**src/rtl/bgiou_pkg.sv**
```systemverilog
`default_nettype none
package bgiou_pkg;

    localparam int COORD_BITS = 14;
    localparam int FRAC_BITS  = 16;

    localparam int LEN_BITS   = COORD_BITS + 1;
    localparam int AREA_BITS  = 2 * COORD_BITS;
    localparam int JOINT_BITS = 2 * COORD_BITS + 1;
    localparam int ENCL_BITS  = 2 * LEN_BITS;
    localparam int DIV_BITS   = ENCL_BITS;
    localparam int Q_BITS     = FRAC_BITS + 1;
    localparam int GIOU_BITS  = FRAC_BITS + 2;

    // Side data that rides alongside the two dividers
    typedef struct packed {
        logic [AREA_BITS-1:0]  inter;
        logic [JOINT_BITS-1:0] uni;
        logic                  uni_zero;
        logic                  encl_zero;
    } side_t;

endpackage
`default_nettype wire

```
**src/rtl/bgiou_div.sv**
```systemverilog
`default_nettype none
module bgiou_div (
    input  wire logic                            clk,
    input  wire logic                            en,
    input  wire logic [bgiou_pkg::DIV_BITS-1:0]  num,
    input  wire logic [bgiou_pkg::DIV_BITS-1:0]  den,
    output logic      [bgiou_pkg::Q_BITS-1:0]    quo
);
    import bgiou_pkg::*;

    // Quotient of num * 2^FRAC_BITS / den for num <= den, one bit per stage
    logic [DIV_BITS-1:0] rem_reg [Q_BITS];
    logic [DIV_BITS-1:0] den_reg [Q_BITS];
    logic [Q_BITS-1:0]   q_reg   [Q_BITS];

    logic [DIV_BITS:0]   shifted [Q_BITS];
    logic                bit_ge  [Q_BITS];
    logic [DIV_BITS-1:0] rem_next [Q_BITS];

    always_comb
    begin
        shifted[0]  = {1'b0, num};
        bit_ge[0]   = num >= den;
        rem_next[0] = bit_ge[0] ? num - den : num;
        for (int k = 1; k < Q_BITS; k++)
        begin
            shifted[k]  = {rem_reg[k-1], 1'b0};
            bit_ge[k]   = shifted[k] >= {1'b0, den_reg[k-1]};
            rem_next[k] = bit_ge[k] ? DIV_BITS'(shifted[k] - {1'b0, den_reg[k-1]})
                                    : DIV_BITS'(shifted[k]);
        end
    end

    always_ff @(posedge clk)
    begin
        if (en)
        begin
            rem_reg[0] <= rem_next[0];
            den_reg[0] <= den;
            q_reg[0]   <= {{(Q_BITS-1){1'b0}}, bit_ge[0]};
            for (int k = 1; k < Q_BITS; k++)
            begin
                rem_reg[k] <= rem_next[k];
                den_reg[k] <= den_reg[k-1];
                q_reg[k]   <= {q_reg[k-1][Q_BITS-2:0], bit_ge[k]};
            end
        end
    end

    assign quo = q_reg[Q_BITS-1];

endmodule
`default_nettype wire

```
**config.mk**
```make
export PLATFORM = sky130hd
export DESIGN_NAME = bgiou_div
export DESIGN_NICKNAME = d
export VERILOG_FILES = /design/src/rtl/bgiou_pkg.sv /design/src/rtl/bgiou_div.sv
export SDC_FILE = /design/constraint.sdc
export NUM_CORES = 2
export LEC_CHECK = 0
export BUFFER_PORTS_ARGS = -buffer_cell sky130_fd_sc_hd__buf_2
export CAP_MARGIN = 30
export CORE_ASPECT_RATIO = 1.25
export CORE_MARGIN = 1.5
export CORE_UTILIZATION = 53
export DETAILED_ROUTE_END_ITERATION = 8
export GPL_ROUTABILITY_DRIVEN = 0
export PLACE_DENSITY_LB_ADDON = 0.2
export SETUP_SLACK_MARGIN = 0.05
export SYNTH_ARGS = -nofsm -noshare
export SYNTH_HDL_FRONTEND = slang
export SYNTH_SLANG_ARGS = --single-unit
```
**constraint.sdc**
```tcl
create_clock -name clk -period 7.3 [get_ports clk]
set_clock_uncertainty 0.15 [all_clocks]
set_input_delay 1.095 -clock clk [delete_from_list [all_inputs] [get_ports clk]]
set_output_delay 1.095 -clock clk [all_outputs]
set_load 0.03 [all_outputs]
```
# Word-level counts from Yosys, hierarchy flattened
# Memory sizes are Yosys's and may differ from the RTL's.
# Index checks and enable logic that the tools add are counted.
# word_totals
reg_bits	0
ramBits	1309
input_bits	62
output_inout_bits	17
memories	3
# op_classes
n_addsub	17
order_cmp	17
n_mux	19
# memory_table
memory	words	word_bits	rd	rd_clocked_by_memory_dff	wr	line	rtl
den_reg	17	30	16	0	17	bgiou_div.sv:13	logic [DIV_BITS-1:0] den_reg [Q_BITS];
rem_reg	17	30	16	0	17	bgiou_div.sv:12	logic [DIV_BITS-1:0] rem_reg [Q_BITS];
q_reg	17	17	17	0	17	bgiou_div.sv:14	logic [Q_BITS-1:0] q_reg [Q_BITS];
# ops
cell	count
$mux 30	17
$sub 30x30->30	17
$ge 31x30->1	16
$ge 30x30->1	1
$mux 1	2

# Longest topological paths before layout
# An unclocked memory read counts as a cell.
# depth
word_depth	3
mapped_depth	16
depth_no_buf	14

# Worst setup path after synthesis
# OpenSTA, ideal clock, no wires.
# synth_timing
kind	input to register
from	in num[0] (netlist bit)
to	mem rem_reg[0][14] (netlist bit), data pin
setup_ns	0.260
t_arrival_ns	3.757
required_time_ns	6.890
path_slack_ns	3.133
stages	14
path_buffers	1
cell_sequence	inv_1 -> ha_1 -> inv_1 -> fa_1 -> a21oi_1 -> o21ai_1 -> a21boi_0 -> o311ai_1 -> a31oi_1 -> o31ai_1 -> a2111oi_0 -> o21a_1 -> buf_2 -> mux2_2
# synth_lines
element	line	rtl
start, declared	bgiou_div.sv:5	input wire logic [bgiou_pkg::DIV_BITS-1:0] num,
end, declared	bgiou_div.sv:12	

==> run_results.csv <==
group,metric,value,unit
run_status,outcome,"complete, no violations",
worst_setup_path,start_kind,"input port",
power,power,30.5,mW
die,boundaryPins,79,
finish,fill_cells,9871,
die,die-area,125000,um2
synthesis,ys_seq_area_share,51.2,%
timing,hold_viol,0,
synthesis,ys_seq_elements,1113,
timing,rsz0062_at_grt,"false",
global_route,grt_util_met2,44.1,%
global_route,met1_usage,16.2,%
finish,syn2layout_area_growth,8.56,%
worst_setup_path,crit_path_end_kind,"flip-flop",
finish,drive_above_1_share,9.82,%
global_route,use_met3,2.26,%
power,max-vdd-ir-drop,0.234,mV
die,die_h,395,um
synthesis,async_flop_share,0,%
timing,report.final.slew_viol_count,0,
worst_setup_path,cpPeakStageDelay,740,ps
die,rows,143,
global_route,grt_pass1_vias,44300,
clock_tree,post_cts_hold_buffer_count,0,
place,post-place-ws,1950,ps
place,port_buffers,78,
power,p_leak,29.2,nW
synthesis,avgSynthCellArea,11.4,um2
global_route,grt.total_usage,20.6,%
power,power_density,431,nW/um2
clock_tree,cts_resized,0,
detailed_routing,drt-vias-per-instance,5.70,
worst_setup_path,crit_top_cell,"inv_1",
timing,setup_viol,0,
synthesis,netlist_instances,5722,
synthesis,synth-warning-count,0,
clock_tree,cts_tree,"built",
die,start_util,53.5,%
synthesis,synth_cell_types,103,
synthesis,syn-num-nets,6309,
clock_tree,clk_path_buf_depth,3,
clock_tree,cts_max_level,3,
die,core_area,122000,um2
detailed_routing,vias,42700,
worst_setup_path,path_max_fanout,42,
detailed_routing,wire_per_inst,17.4,um
worst_setup_path,slowest_stage,"o21a_2",
clock_tree,clock-sinks,1113,
timing,setup_ws,2700,ps
detailed_routing,ant_nets,0,
timing,layout_min_cycle_time,4600,ps
clock_tree,clkLatencyLatePin,710,ps
detailed_routing,routed_wl,130,mm
worst_setup_path,crit_chain,"buf_2, inv_1, ha_1, inv_1, fa_1, a21oi_1, o21ai_1, a21boi_0, o311ai_1, a31oi_1, o31ai_1, a2111oi_0, o21a_2, mux2_2",
worst_setup_path,worstSetupPathType,"input port to flip-flop",
global_route,grt_pass1_wl,207,mm
detailed_routing,dr.pass1.iters,6,
global_route,grt_overflow,0,
timing,tightest_slew,1060,ps
synthesis,synth-edff-count,1113,
detailed_routing,drt_iter0_markers,2079,
worst_setup_path,required,7600,ps
timing,fin_crit_sh,63.1,%
clock_tree,numCtsBuffers,115,
run,drv_cap,0,
timing,maxSlewHeadroom,29.6,%
worst_setup_path,cp_data_arrival_time,4900,ps
synthesis,synth_ff_type,"edfxtp_1",
place,place_hpwl,99.4,mm
global_route,gr-max-usage-layer,"met2",
synthesis,syn_area,65200,um2
timing,setup_tns,0,ps
finish,antenna_cells,0,
clock_tree,path_clk_slew,60,ps
timing,clock.fmax,0.217,GHz
detailed_routing,drc,0,
global_route,grt_max_degree,179,
die,die_w,317,um
min_path,worstHoldPathType,"flip-flop to flip-flop",
global_route,antenna_found_initial,0,
clock_tree,cts_setup_buffers,0,
finish,fin_nets,6404,
clock_tree,cts_root_buf,"clkbuf_16",
[Yosys cell counts, types with 78 or more instances]
cell	n	area share, %
edfxtp_1	1113	51
inv_1	622	3.6
ha_1	509	9.8
a21oi_1	476	3.7
nor2_1	332	1.9
nand2_1	298	1.7
o21ai_0	271	2.1
xnor2_1	260	3.5
a21o_1	235	2.7
mux2_2	196	3.4
xor2_1	146	2.0
nand3_1	94	0.72
nand4_1	78	0.75
[path summary, 6_finish.rpt]
path                   startpoint  cells past startpoint  slack, ps         endpoint
setup / recovery           num[0]                     14       2700    rem_reg[0][1]
hold / removal      q_reg[0][141]                      0        270    q_reg[0][159]
setup reg to reg  den_reg[0][272]                     12       2760  rem_reg[0][308]
hold reg to reg     q_reg[0][141]                      0        270    q_reg[0][159]
[cells in the final DEF, fill, tap and decap left out, drive strengths merged, types with 17 or more instances in the layout]
master      n
edfxtp   1113
inv       624
ha        509
a21oi     480
nor2      333
o21ai     300
nand2     298
mux2      286
xnor2     260
a21o      235
xor2      146
clkbuf    143
buf       114
nand3      94
nand4      79
o21a       59
nor3       57
a31oi      56
o21bai     53
nand2b     52
nor2b      49
and3       47
a211oi     42
clkinv     37
o31ai      33
and2       30
o211ai     29
a21boi     21
nor4       20
or3        20
or2        19
a2111oi    17
[power by group]
group / internal [mW] / total [mW] / switching (mW)
Combinational: 6.63 / 14.6 / 8.01
Clock: 3.16 / 5.52 / 2.36
Sequential: 9.57 / 10.4 / 0.791
[routing by layer]
metal,part of all wire [%],routed length (um),vias up
met5,0,0,-
met1,32,41200,20300
li1,-,-,21200
met4,6.7,8720,0
met3,2.4,3160,422
met2,59,77100,766
[metrics by stage]
stage / area (um2) / hold slack (ps) / util, % / cells
final: 70800 / 265 / 58.1 / 7492
after global routing: 70800 / 269 / 58.1 / 7492
after CTS: 70800 / 266 / 58.1 / 7492
after detailed placement: 67300 / 255 / 55.2 / 7295
after global placement: 67300 / 251 / 55.2 / 7293
after floorplan: 65200 / 250 / - / 5722
[final cells by class]
class | instances | area, um2 | area share [%]
flip-flops and latches | 1113 | 33400 | 47.2
multi-input cells | 3851 | 28800 | 40.7
well taps | 1595 | 2000 | 2.82
repair buffers | 114 | 741 | 1.05
clock inverters | 54 | 434 | 0.613
clock buffers | 143 | 3070 | 4.33
inverters | 622 | 2330 | 3.30
[critical path, delay by kind of cell]
family | cells | cell delay [ps]
buffers and inverters | 3 | 200
muxes | 1 | 410
adders and majority gates | 2 | 550
AOI/OAI and AO/OA | 8 | 2620
[cells by family (layout without fill, tap and decap cells)]
group                      Yosys count  count (layout)  share of synthesized area (%)
xor gates and xnor gates           406             406                           5.45
buffers and inverters              758             933                           4.69
and+or+nand+nor                   1148            1148                           8.50
DFF                               1113            1113                           51.2
muxes                              293             293                           5.26
AOI/OAI and AO/OA                 1479            1479                           14.6
adders and majority gates          525             525                           10.3
Power figures use the tool's default switching activity.
